<file path="config.mk">
export PLATFORM = sky130hd
export DESIGN_NAME = beat_slot_timing_sync
export DESIGN_NICKNAME = d
export VERILOG_FILES = /design/src/rtl/core/bsts_pkg.sv /design/src/rtl/core/beat_slot_timing_sync.sv /design/src/rtl/core/bsts_div.sv
export SDC_FILE = /design/constraint.sdc
export NUM_CORES = 2
export LEC_CHECK = 0
export BUFFER_PORTS_ARGS = -buffer_cell sky130_fd_sc_hd__buf_2
export CAP_MARGIN = 0
export CORE_MARGIN = 2
export CORE_UTILIZATION = 50
export DETAILED_ROUTE_END_ITERATION = 12
export GPL_TIMING_DRIVEN = 0
export MAX_ROUTING_LAYER = met4
export PLACE_DENSITY = 0.67
export SYNTH_ARGS = -nofsm -noshare
export SYNTH_HDL_FRONTEND = slang
export SYNTH_SLANG_ARGS = --single-unit
</file>
<file path="constraint.sdc">
create_clock -name clk -period 6.7 [get_ports clk]
set_input_delay 1.005 -clock clk [delete_from_list [all_inputs] [get_ports clk]]
set_output_delay 1.005 -clock clk [all_outputs]
set_load 0.1 [all_outputs]
</file>
<file path="src/rtl/core/bsts_pkg.sv">
// Shared constants, register indexes, request codes and divider types for the slot timing block.
package bsts_pkg;

    // Time arithmetic wraps at this many bits
    localparam int TIME_WIDTH = 48;
    localparam int CNT_W      = $clog2(TIME_WIDTH + 1);

    // Divisor and remainder width of the serial divider
    localparam int DVS_W = 16;

    // Configuration port
    localparam int CFG_IDX_W  = 3;
    localparam int CFG_DATA_W = 16;

    localparam logic [CFG_IDX_W-1:0] REG_PERIOD     = 3'd0;
    localparam logic [CFG_IDX_W-1:0] REG_GUARD      = 3'd1;
    localparam logic [CFG_IDX_W-1:0] REG_RX_WINDOW  = 3'd2;
    localparam logic [CFG_IDX_W-1:0] REG_TX_JITTER  = 3'd3;
    localparam logic [CFG_IDX_W-1:0] REG_GAIN       = 3'd4;
    localparam logic [CFG_IDX_W-1:0] REG_DRIFT_PPM  = 3'd5;
    localparam logic [CFG_IDX_W-1:0] REG_INIT_CLASS = 3'd6;

    // Request codes
    localparam logic [1:0] REQ_ANCHOR = 2'd0;
    localparam logic [1:0] REQ_QUERY  = 2'd1;
    localparam logic [1:0] REQ_RESYNC = 2'd2;

    // Register reset values
    localparam logic [15:0] PERIOD_RESET     = 16'd1000;
    localparam logic [9:0]  GUARD_RESET      = 10'd10;
    localparam logic [9:0]  RX_WINDOW_RESET  = 10'd20;
    localparam logic [9:0]  TX_JITTER_RESET  = 10'd4;
    localparam logic [6:0]  GAIN_RESET       = 7'd4;
    localparam logic [9:0]  DRIFT_PPM_RESET  = 10'd40;
    localparam logic [7:0]  CLASS_RESET      = 8'd255;

    // Fallbacks for zero-valued registers
    localparam logic [15:0] PERIOD_DEFAULT = 16'd1000;
    localparam logic [6:0]  GAIN_DEFAULT   = 7'd1;

    // Milliseconds per second, also the ppm scaling step
    localparam logic [DVS_W-1:0] MS_PER_S = 16'd1000;

    // Width of the drift multiplier's ppm operand
    localparam int PPM_W     = 10;
    localparam int MUL_CNT_W = $clog2(PPM_W + 1);

    typedef struct packed {
        logic                  start;
        logic [TIME_WIDTH-1:0] dividend;
        logic [DVS_W-1:0]      divisor;
    } div_req_t;

    typedef struct packed {
        logic                  done;
        logic [TIME_WIDTH-1:0] quot;
        logic [DVS_W-1:0]      rem;
    } div_rsp_t;

endpackage

</file>
<file path="src/rtl/core/beat_slot_timing_sync.sv">
// Top level of the slot timing block: configuration, request sequencer and result register.
//
// Usage: configuration registers are written through cfg_wr_en / cfg_index / cfg_data,
// one register per cycle, while the block is idle. Requests arrive on the in_valid /
// in_ready channel (req_type, time_ms, peer_class); each request yields exactly one
// result on the out_valid / out_ready channel.
// An anchor request sets the epoch, the last-resync time and the own clock class. A query
// only reports. A resync from a peer of equal or better class corrects the epoch.
// Requests share the single bit-serial divider. A request uses three to six divider
// passes (phase, guard modulo, drift scaling, resync offset and gain): guard modulo runs
// only when the guard exceeds the period, resync offset only for a resync that is taken,
// and gain only when that offset lies inside the guard. A shift-add multiplier scales
// the drift.
// One request is in work at a time; in_ready is high only while the sequencer is idle.
// The result sits in an output register, so the next request is taken while the previous
// result waits; when the receiver stalls, the finished result is held until out_ready.
// Reset clears the configuration to its defaults, the epoch and last-resync time to zero
// and the own class to 255; no result is pending after reset.
module beat_slot_timing_sync (
    input  logic                              clk,
    input  logic                              rst_n,
    input  logic                              cfg_wr_en,
    input  logic [bsts_pkg::CFG_IDX_W-1:0]    cfg_index,
    input  logic [bsts_pkg::CFG_DATA_W-1:0]   cfg_data,
    input  logic                              in_valid,
    output logic                              in_ready,
    input  logic [1:0]                        req_type,
    input  logic [bsts_pkg::TIME_WIDTH-1:0]   time_ms,
    input  logic [7:0]                        peer_class,
    output logic                              out_valid,
    input  logic                              out_ready,
    output logic                              slot_open,
    output logic [15:0]                       until_next_slot,
    output logic [16:0]                       until_tx,
    output logic [31:0]                       drift_us,
    output logic                              resync_taken,
    output logic signed [16:0]                applied_offset,
    output logic [7:0]                        own_class
);

    localparam int TW  = bsts_pkg::TIME_WIDTH;
    localparam int MCW = bsts_pkg::MUL_CNT_W;

    localparam logic [3:0] S_IDLE    = 4'd0;
    localparam logic [3:0] S_DECIDE  = 4'd1;
    localparam logic [3:0] S_P0_WAIT = 4'd2;
    localparam logic [3:0] S_CORR    = 4'd3;
    localparam logic [3:0] S_GD_WAIT = 4'd4;
    localparam logic [3:0] S_APPLY   = 4'd5;
    localparam logic [3:0] S_PHASE   = 4'd6;
    localparam logic [3:0] S_PH_WAIT = 4'd7;
    localparam logic [3:0] S_GMOD    = 4'd8;
    localparam logic [3:0] S_GM_WAIT = 4'd9;
    localparam logic [3:0] S_SINCE   = 4'd10;
    localparam logic [3:0] S_SN_WAIT = 4'd11;
    localparam logic [3:0] S_MUL     = 4'd12;
    localparam logic [3:0] S_RDIV    = 4'd13;
    localparam logic [3:0] S_RD_WAIT = 4'd14;
    localparam logic [3:0] S_OUT     = 4'd15;

    // Configuration registers
    logic [15:0] period_reg;
    logic [9:0]  guard_reg;
    logic [9:0]  rx_reg;
    logic [9:0]  jitter_reg;
    logic [6:0]  gain_reg;
    logic [9:0]  ppm_reg;
    logic [7:0]  init_class_reg;

    // Schedule state
    logic [TW-1:0] epoch_reg;
    logic [TW-1:0] last_reg;
    logic [7:0]    class_reg;

    // Sequencer
    logic [3:0]     state_reg;
    logic [3:0]     state_next;
    logic [MCW-1:0] mul_cnt_reg;

    // Captured transaction
    logic [1:0]    req_reg;
    logic [TW-1:0] t_reg;
    logic [7:0]    peer_reg;

    // Working registers
    logic signed [17:0] off_reg;
    logic signed [17:0] applied_reg;
    logic               taken_reg;
    logic [15:0]        p_reg;
    logic [9:0]         g_reg;
    logic [31:0]        mq_reg;
    logic [19:0]        mr_reg;
    logic [9:0]         mp_reg;
    logic [31:0]        accq_reg;
    logic [19:0]        accr_reg;
    logic [31:0]        drift_reg;

    // Result register
    logic               out_valid_reg;
    logic               open_reg;
    logic [15:0]        until_next_reg;
    logic [16:0]        until_tx_reg;
    logic [31:0]        drift_out_reg;
    logic               taken_out_reg;
    logic signed [16:0] applied_out_reg;
    logic [7:0]         class_out_reg;

    bsts_pkg::div_req_t div_req;
    bsts_pkg::div_rsp_t div_rsp;

    logic [15:0]        per_eff;
    logic [6:0]         gain_eff;
    logic [TW-1:0]      since_epoch;
    logic [TW-1:0]      since_last;
    logic               resync_ok;
    logic               guard_gt_per;
    logic signed [17:0] off_fold;
    logic signed [17:0] off_bias;
    logic signed [17:0] guard_s;
    logic               outside;
    logic [17:0]        mag;
    logic [17:0]        qsmall;
    logic [17:0]        applied_div;
    logic               can_load;
    logic [10:0]        rx_plus;
    logic               guard_le;
    logic [15:0]        per_m_guard;
    logic               open_c;
    logic [15:0]        until_next_c;
    logic [15:0]        target;
    logic [16:0]        until_tx_c;

    bsts_div u_div (
        .clk   (clk),
        .rst_n (rst_n),
        .req   (div_req),
        .rsp   (div_rsp)
    );

    // Effective period and gain, time differences
    always_comb
    begin
        per_eff      = (period_reg == '0) ? bsts_pkg::PERIOD_DEFAULT : period_reg;
        gain_eff     = (gain_reg == '0) ? bsts_pkg::GAIN_DEFAULT : gain_reg;
        since_epoch  = t_reg - epoch_reg;
        since_last   = t_reg - last_reg;
        resync_ok    = (req_reg == bsts_pkg::REQ_RESYNC) && (peer_reg <= class_reg);
        guard_gt_per = {6'b0, guard_reg} > per_eff;
    end

    // Fold the phase into a signed offset and remove the jitter bias
    always_comb
    begin
        if (div_rsp.rem > {1'b0, per_eff[15:1]})
            off_fold = $signed({2'b0, div_rsp.rem}) - $signed({2'b0, per_eff});
        else
            off_fold = $signed({2'b0, div_rsp.rem});
        off_bias = off_fold - $signed({9'b0, jitter_reg[9:1]});
    end

    // Guard test and signed gain division around the unsigned divider
    always_comb
    begin
        guard_s     = $signed({8'b0, guard_reg});
        outside     = (off_reg > guard_s) || (off_reg < -guard_s);
        mag         = off_reg[17] ? 18'(-off_reg) : 18'(off_reg);
        qsmall      = div_rsp.quot[17:0];
        applied_div = off_reg[17] ? (18'd0 - qsmall) : qsmall;
    end

    // Window timing from the final phase
    always_comb
    begin
        rx_plus      = {1'b0, rx_reg} + {1'b0, guard_reg};
        guard_le     = {6'b0, guard_reg} <= per_eff;
        per_m_guard  = per_eff - {6'b0, guard_reg};
        open_c       = (p_reg < {5'b0, rx_plus}) || (guard_le && (p_reg >= per_m_guard));
        until_next_c = open_c ? 16'd0 : (per_m_guard - p_reg);
        target       = per_eff - {6'b0, g_reg};
        if (p_reg <= target)
            until_tx_c = {1'b0, target - p_reg};
        else
            until_tx_c = {1'b0, per_eff} - {1'b0, p_reg} + {1'b0, target};
    end

    assign can_load = !out_valid_reg || out_ready;

    // Drive the divider from the sequencer
    always_comb
    begin
        div_req.start    = 1'b0;
        div_req.dividend = since_epoch;
        div_req.divisor  = per_eff;
        unique case (state_reg)
            S_DECIDE:
            begin
                div_req.start = resync_ok;
            end
            S_CORR:
            begin
                div_req.start    = !outside;
                div_req.dividend = TW'(mag);
                div_req.divisor  = {9'b0, gain_eff};
            end
            S_PHASE:
            begin
                div_req.start = 1'b1;
            end
            S_GMOD:
            begin
                div_req.start    = guard_gt_per;
                div_req.dividend = TW'(guard_reg);
            end
            S_SINCE:
            begin
                div_req.start    = 1'b1;
                div_req.dividend = since_last;
                div_req.divisor  = bsts_pkg::MS_PER_S;
            end
            S_RDIV:
            begin
                div_req.start    = 1'b1;
                div_req.dividend = TW'(accr_reg);
                div_req.divisor  = bsts_pkg::MS_PER_S;
            end
            default:
            begin
                div_req.start = 1'b0;
            end
        endcase
    end

    // Sequence one transaction through the divider passes
    always_comb
    begin
        state_next = state_reg;
        unique case (state_reg)
            S_IDLE:    if (in_valid) state_next = S_DECIDE;
            S_DECIDE:  state_next = resync_ok ? S_P0_WAIT : S_PHASE;
            S_P0_WAIT: if (div_rsp.done) state_next = S_CORR;
            S_CORR:    state_next = outside ? S_APPLY : S_GD_WAIT;
            S_GD_WAIT: if (div_rsp.done) state_next = S_APPLY;
            S_APPLY:   state_next = S_PHASE;
            S_PHASE:   state_next = S_PH_WAIT;
            S_PH_WAIT: if (div_rsp.done) state_next = S_GMOD;
            S_GMOD:    state_next = guard_gt_per ? S_GM_WAIT : S_SINCE;
            S_GM_WAIT: if (div_rsp.done) state_next = S_SINCE;
            S_SINCE:   state_next = S_SN_WAIT;
            S_SN_WAIT: if (div_rsp.done) state_next = S_MUL;
            S_MUL:     if (mul_cnt_reg == MCW'(1)) state_next = S_RDIV;
            S_RDIV:    state_next = S_RD_WAIT;
            S_RD_WAIT: if (div_rsp.done) state_next = S_OUT;
            S_OUT:     if (can_load) state_next = S_IDLE;
            default:   state_next = S_IDLE;
        endcase
    end

    // Control state: configuration, schedule state, sequencer, result valid
    always_ff @(posedge clk or negedge rst_n)
    begin
        if (!rst_n)
        begin
            period_reg     <= bsts_pkg::PERIOD_RESET;
            guard_reg      <= bsts_pkg::GUARD_RESET;
            rx_reg         <= bsts_pkg::RX_WINDOW_RESET;
            jitter_reg     <= bsts_pkg::TX_JITTER_RESET;
            gain_reg       <= bsts_pkg::GAIN_RESET;
            ppm_reg        <= bsts_pkg::DRIFT_PPM_RESET;
            init_class_reg <= bsts_pkg::CLASS_RESET;
            epoch_reg      <= '0;
            last_reg       <= '0;
            class_reg      <= bsts_pkg::CLASS_RESET;
            state_reg      <= S_IDLE;
            mul_cnt_reg    <= '0;
            out_valid_reg  <= 1'b0;
        end
        else
        begin
            if (cfg_wr_en)
            begin
                case (cfg_index)
                    bsts_pkg::REG_PERIOD:     period_reg     <= cfg_data;
                    bsts_pkg::REG_GUARD:      guard_reg      <= cfg_data[9:0];
                    bsts_pkg::REG_RX_WINDOW:  rx_reg         <= cfg_data[9:0];
                    bsts_pkg::REG_TX_JITTER:  jitter_reg     <= cfg_data[9:0];
                    bsts_pkg::REG_GAIN:       gain_reg       <= cfg_data[6:0];
                    bsts_pkg::REG_DRIFT_PPM:  ppm_reg        <= cfg_data[9:0];
                    bsts_pkg::REG_INIT_CLASS: init_class_reg <= cfg_data[7:0];
                    default: ;
                endcase
            end

            state_reg <= state_next;

            // Anchor the epoch
            if (state_reg == S_DECIDE && req_reg == bsts_pkg::REQ_ANCHOR)
            begin
                epoch_reg <= t_reg;
                last_reg  <= t_reg;
                class_reg <= init_class_reg;
            end

            // Shift the epoch by the correction and, from a better peer, take its class plus one
            if (state_reg == S_APPLY)
            begin
                epoch_reg <= epoch_reg + {{(TW-18){applied_reg[17]}}, applied_reg};
                last_reg  <= t_reg;
                if (peer_reg < class_reg)
                    class_reg <= peer_reg + 8'd1;
            end

            // Count multiplier steps
            if (state_reg == S_SN_WAIT && div_rsp.done)
                mul_cnt_reg <= MCW'(bsts_pkg::PPM_W);
            else if (state_reg == S_MUL)
                mul_cnt_reg <= mul_cnt_reg - MCW'(1);

            // Hold the result until the receiver takes it
            if (state_reg == S_OUT && can_load)
                out_valid_reg <= 1'b1;
            else if (out_ready)
                out_valid_reg <= 1'b0;
        end
    end

    // Datapath registers
    always_ff @(posedge clk)
    begin
        if (in_valid && in_ready)
        begin
            req_reg     <= req_type;
            t_reg       <= time_ms;
            peer_reg    <= peer_class;
            taken_reg   <= 1'b0;
            applied_reg <= '0;
        end

        if (state_reg == S_P0_WAIT && div_rsp.done)
            off_reg <= off_bias;

        if (state_reg == S_CORR && outside)
            applied_reg <= off_reg;

        if (state_reg == S_GD_WAIT && div_rsp.done)
            applied_reg <= $signed(applied_div);

        if (state_reg == S_APPLY)
            taken_reg <= 1'b1;

        if (state_reg == S_PH_WAIT && div_rsp.done)
            p_reg <= div_rsp.rem;

        // Guard modulo the period, only needed when the guard is wider
        if (state_reg == S_GMOD && !guard_gt_per)
            g_reg <= guard_reg;
        if (state_reg == S_GM_WAIT && div_rsp.done)
            g_reg <= div_rsp.rem[9:0];

        // Load the drift multiplier with whole seconds and leftover milliseconds
        if (state_reg == S_SN_WAIT && div_rsp.done)
        begin
            mq_reg   <= div_rsp.quot[31:0];
            mr_reg   <= 20'(div_rsp.rem);
            mp_reg   <= ppm_reg;
            accq_reg <= '0;
            accr_reg <= '0;
        end

        // Shift-add one ppm bit per cycle
        if (state_reg == S_MUL)
        begin
            if (mp_reg[0])
            begin
                accq_reg <= accq_reg + mq_reg;
                accr_reg <= accr_reg + mr_reg;
            end
            mq_reg <= {mq_reg[30:0], 1'b0};
            mr_reg <= {mr_reg[18:0], 1'b0};
            mp_reg <= {1'b0, mp_reg[9:1]};
        end

        if (state_reg == S_RD_WAIT && div_rsp.done)
            drift_reg <= accq_reg + div_rsp.quot[31:0];

        // Load the result register
        if (state_reg == S_OUT && can_load)
        begin
            open_reg        <= open_c;
            until_next_reg  <= until_next_c;
            until_tx_reg    <= until_tx_c;
            drift_out_reg   <= drift_reg;
            taken_out_reg   <= taken_reg;
            applied_out_reg <= applied_reg[16:0];
            class_out_reg   <= class_reg;
        end
    end

    assign in_ready        = (state_reg == S_IDLE);
    assign out_valid       = out_valid_reg;
    assign slot_open       = open_reg;
    assign until_next_slot = until_next_reg;
    assign until_tx        = until_tx_reg;
    assign drift_us        = drift_out_reg;
    assign resync_taken    = taken_out_reg;
    assign applied_offset  = applied_out_reg;
    assign own_class       = class_out_reg;

    // An accepted transaction always starts in the decision step
    a_accept_decide: assert property (@(posedge clk) disable iff (!rst_n)
        (in_valid && in_ready) |=> (state_reg == S_DECIDE))
        else $error("accepted transaction did not enter decision step");

    // Divider completions only arrive while the sequencer waits for one
    a_div_done_wait: assert property (@(posedge clk) disable iff (!rst_n)
        div_rsp.done |-> (state_reg == S_P0_WAIT || state_reg == S_GD_WAIT ||
                          state_reg == S_PH_WAIT || state_reg == S_GM_WAIT ||
                          state_reg == S_SN_WAIT || state_reg == S_RD_WAIT))
        else $error("divider finished outside a wait state");

    // No correction is reported unless a resync was taken
    a_offset_taken: assert property (@(posedge clk) disable iff (!rst_n)
        (out_valid && !resync_taken) |-> (applied_offset == 17'sd0))
        else $error("nonzero offset without resync");

    // A nonzero wait means the window is closed
    a_wait_closed: assert property (@(posedge clk) disable iff (!rst_n)
        (out_valid && until_next_slot != 16'd0) |-> !slot_open)
        else $error("window open with nonzero wait");

endmodule

</file>
<file path="src/rtl/core/bsts_div.sv">
// Bit-serial restoring divider: one quotient bit per cycle over the full time width.
module bsts_div (
    input  logic                clk,
    input  logic                rst_n,
    input  bsts_pkg::div_req_t  req,
    output bsts_pkg::div_rsp_t  rsp
);

    localparam int TW = bsts_pkg::TIME_WIDTH;
    localparam int DW = bsts_pkg::DVS_W;
    localparam int CW = bsts_pkg::CNT_W;

    logic [TW-1:0] work_reg;
    logic [TW-1:0] work_next;
    logic [DW-1:0] rem_reg;
    logic [DW-1:0] rem_next;
    logic [DW-1:0] dvs_reg;
    logic [CW-1:0] cnt_reg;
    logic          done_reg;
    logic [DW:0]   shifted;
    logic [DW:0]   diff;

    // Shift in the next dividend bit and try one subtraction
    always_comb
    begin
        shifted = {rem_reg, work_reg[TW-1]};
        diff    = shifted - {1'b0, dvs_reg};
        if (shifted >= {1'b0, dvs_reg})
        begin
            rem_next  = diff[DW-1:0];
            work_next = {work_reg[TW-2:0], 1'b1};
        end
        else
        begin
            rem_next  = shifted[DW-1:0];
            work_next = {work_reg[TW-2:0], 1'b0};
        end
    end

    // Count iterations and flag completion
    always_ff @(posedge clk or negedge rst_n)
    begin
        if (!rst_n)
        begin
            cnt_reg  <= '0;
            done_reg <= 1'b0;
        end
        else if (req.start)
        begin
            cnt_reg  <= CW'(TW);
            done_reg <= 1'b0;
        end
        else if (cnt_reg != '0)
        begin
            cnt_reg  <= cnt_reg - CW'(1);
            done_reg <= (cnt_reg == CW'(1));
        end
        else
        begin
            done_reg <= 1'b0;
        end
    end

    // Load operands, then advance one bit per cycle
    always_ff @(posedge clk)
    begin
        if (req.start)
        begin
            work_reg <= req.dividend;
            rem_reg  <= '0;
            dvs_reg  <= req.divisor;
        end
        else if (cnt_reg != '0)
        begin
            work_reg <= work_next;
            rem_reg  <= rem_next;
        end
    end

    assign rsp.done = done_reg;
    assign rsp.quot = work_reg;
    assign rsp.rem  = rem_reg;

endmodule

</file>
==> summary.md <==
| Metric | Value |
|---|---|
| Final GP Congestion | `0.940` |
| Min-delay worst type | `in -> async` |
| Mapped Area | `40,900 sq um` |
| Max-cap viol count | `0` |
| Initial drt markers | `around 3,100` |
| Sequential Power Share | `0.274` |
| Number of global-route vias before repair | `30,900` |
| Commonest cells after routing, fill and taps aside | `nand2_1, edfxtp_1, ha_1` |
| Post-synthesis sequential area ratio | `0.422` |
| Max Used Layer | `met4` |
| RSZ-0062 raised after global routing | `no` |
| Antenna Nets Post-Route | `0` |
| CTS Root Cell | `clkbuf_16` |
| Adder and majority gate portion of the synthesized area | `0.122` |
| Met2 Wirelength | `50,800 um` |
| # clock sinks | `about 630` |
| Syn. warnings | `0` |
| Longest Clk Path Bufs | `3` |
| Crit-path max FO | `10` |
| Syn Nets | `4,544` |
| # rows | `roughly 100` |
| Mux contribution to synthesized area | `0.0555` |
| FMAX | `157 MHz` |
| Die ar. | `around 84,000 sq um` |
| Worst VDD drop | `0.327 mV` |
| Total power | `around 25 mW` |
| Final wirelength | `118,000 um` |
| Initial antenna violation count | `1` |
| Leak pwr | `just under 20 nW` |
| CTS tree | `yes` |
| Worst Path Required | `7.20 ns` |
| Critical-path top delay cell | `clkdlybuf4s15_1` |
| Net Sw Frac | `0.454` |
| Post-CTS Hold Buffers | `0` |
| Post-synthesis async set-or-reset flop share | `0.302` |
| Setup CP Type | `reg -> reg` |
| Clock Latency Late Sink | `0.63 ns` |
| Combinational power share | `0.567` |
| Setup_tns | `0 ns` |
| Post-synth EDFFs | `~370` |
| Via/cell ratio | `just under 6` |
| Flops & latches, synth | `between 600 and 700` |
| H-tree depth | `3` |
| Hold WS | `0.381 ns` |
| Area growth from synthesis to layout | `12.0%` |
| Post-Route Skew | `0.0268 ns` |
| GRT Overall Usage | `0.284` |
| Complex-gate fraction of the synthesized area | `0.182` |
| Synth cell types | `94` |
| Port Buffers | `173` |
| Vias | `32,600` |
| CP Data Arrival Time | `6.88 ns` |
| Post-synth top flop | `edfxtp_1` |
| Routed length on met1 | `55,500 um` |
| Finished Core Util | `0.567` |
| Metal3 WL | `9100 um` |
| Die Width | `290 um` |
| Post-synthesis xor/xnor area fraction | `0.0648` |
| P_int | `about 14 mW` |
| Most common cell after layout, fill and taps aside | `nand2_1` |
| Largest family of logic cells by synthesized area | `compound AO/OA/AOI/OAI gates` |
| Fin crit share | `0.952` |
| Cell Chain, Critical Path | `clkbuf_1, nand2b_1, nor2_1, clkbuf_2, clkdlybuf4s15_1, mux2i_1, ha_1, o21a_1, a311oi_2, a2111oi_0, nor2_1, o211ai_2, o31ai_2, o21a_1, o21bai_1, mux2_2, nand2_1` |
| First drt pass iteration count | `5` |
| Share of power burned in the clock network | `0.159` |
| # setup viols final | `0` |
| DRC Markers | `0` |
| Psw | `11.4 mW` |
| Fillers | `7,086` |
| Top Ports | `approximately 180` |
| Post-synthesis simple-gate area fraction | `0.122` |
| Largest net degree at the start of global routing | `118` |
| Core area | `80,800 sq um` |
| Post-layout nets | `4,807` |
| Fin. Hold Viols | `0` |
| Hpwl dp | `about 90,000 um` |
| Cell Pwr Density | `549 nW/um^2` |
| Mapped Cells | `4,078` |
| WL/cell | `21.6 um` |
| Ant. Diodes | `0` |
| Vert. Die Dim | `approximately 290 um` |
| Actual slew at the worst max-slew pin | `1.43 ns` |
| Max stage delay on crit path | `0.86 ns` |
| Num CTS Buffers | `72` |
| Period minus WS final | `between 6 and 7 ns` |
| Max Slew Vio Count | `0` |
| Grt total ovfl | `0` |
| Starting density of the core | `0.507` |
| Critical Path End Type | `register` |
| Crit path launch type | `register` |
| Share of layout cells above drive strength 1 | `0.121` |
| Status | `finished, final reports clean` |
| Reg clk slew, reported paths | `0.06 ns` |
| Avg Inst Size Synth | `10.0 sq um` |
| First-pass GRT wire length | `182,000 um` |
| Slew headroom | `0.0452` |
-- metrics by stage --
step | setup slack (ns) | area [sq um] | cells
after floorplan | 0.407 | 40900 | 4078
after global placement | -1.45 | 43100 | 5311
after detailed placement | -1.11 | 43400 | 5321
after CTS | 0.00753 | 45800 | 5456
after global routing | 0.00755 | 45800 | 5461
final | 0.323 | 45800 | 5461
-- power groups by stage --
stage / Clock (mW) / Combinational [mW] / Sequential [mW]
floorplan: 0 / 10.3 / 7.00
global placement: 0 / 13.7 / 6.93
detailed placement: 0 / 13.9 / 6.92
CTS: 4.07 / 14.1 / 6.86
global route: 4.22 / 15.8 / 7.00
finish: 4.01 / 14.3 / 6.90
-- final timing paths --
check,startpoint,to,slack [ns],cells past startpoint
min in group clk,drift_reg[4],drift_us[4],0.40,0
worst min-delay path,rst_n,last_reg[23],0.38,1
max in group asynchronous,rst_n,jitter_reg[4],5.22,2
worst max-delay path,state_reg[0],u_div.work_reg[43],0.32,17
worst max register to register,state_reg[0],u_div.work_reg[43],0.32,17
worst min register to register,drift_reg[4],drift_us[4],0.40,0
-- synth_stat cells, types with 30 or more instances --
library cell    n  share of area
mux2i_1        94          0.023
nor2b_1        49         0.0075
xnor2_1       181          0.039
mux2_2        117          0.032
a211oi_1       32         0.0059
nand2_1       386          0.035
a21o_1        160          0.029
dfxtp_1        72          0.035
dfrtp_1       160          0.098
clkbuf_1      107         0.0098
o21ai_0       286          0.035
xor2_1        122          0.026
a22o_1         53          0.011
dfstp_2        30          0.019
ha_1          361           0.11
o21a_1         38         0.0070
nor3_1         75         0.0092
inv_1         211          0.019
a21oi_1       256          0.031
o31ai_1        34         0.0062
nand4_1        38         0.0058
nand3_1        67         0.0082
nand2b_1       45         0.0069
edfxtp_1      367           0.27
nor2_1        253          0.023
o21bai_1       38         0.0070
-- final cells by class --
cell class / count / area [sq um] / share of cell area
multi-input combinational: 3099 / 22400 / 0.490
sequential: 629 / 17300 / 0.376
clock buffer: 91 / 1930 / 0.0422
tap: 1060 / 1330 / 0.0289
timing repair buffer: 191 / 1120 / 0.0245
inverter: 215 / 807 / 0.0176
buffer: 133 / 536 / 0.0117
clock inverter: 43 / 409 / 0.00893
-- logic make-up (layout without fill, tap and decap cells) --
kind of cell               after synthesis  after routing
DFF                                    629            629
xor gates and xnor gates               303            303
buffers and inverters                  350            673
and+or+nand+nor                       1070           1070
adders and majority gates              384            384
AOI/OAI and AO/OA                     1130           1130
muxes                                  212            212
-- what timing repair did --
item,4_1_cts,5_1_grt
endpoints found under the setup margin,41,51
pin swaps,2,1
gates resized for setup,13,18
setup buffers,2,5
-- worst max-delay path: cells and delay by family, from the launching register on --
kind | cells | cell delay [ns]
buffers and inverters | 3 | 1.69
and+or+nand+nor | 4 | 1.05
AOI/OAI and AO/OA | 7 | 2.24
DFF | 1 | 0.36
muxes | 2 | 0.55
adders and majority gates | 1 | 0.36
-- per-layer routing --
layer | GRT usage | up-vias
met5 | - | -
met4 | 0.0614 | 0
met3 | 0.0475 | 172
met2 | 0.417 | 1091
met1 | 0.412 | 15800
li1 | - | 15500
(Power assumes the default switching activity.)
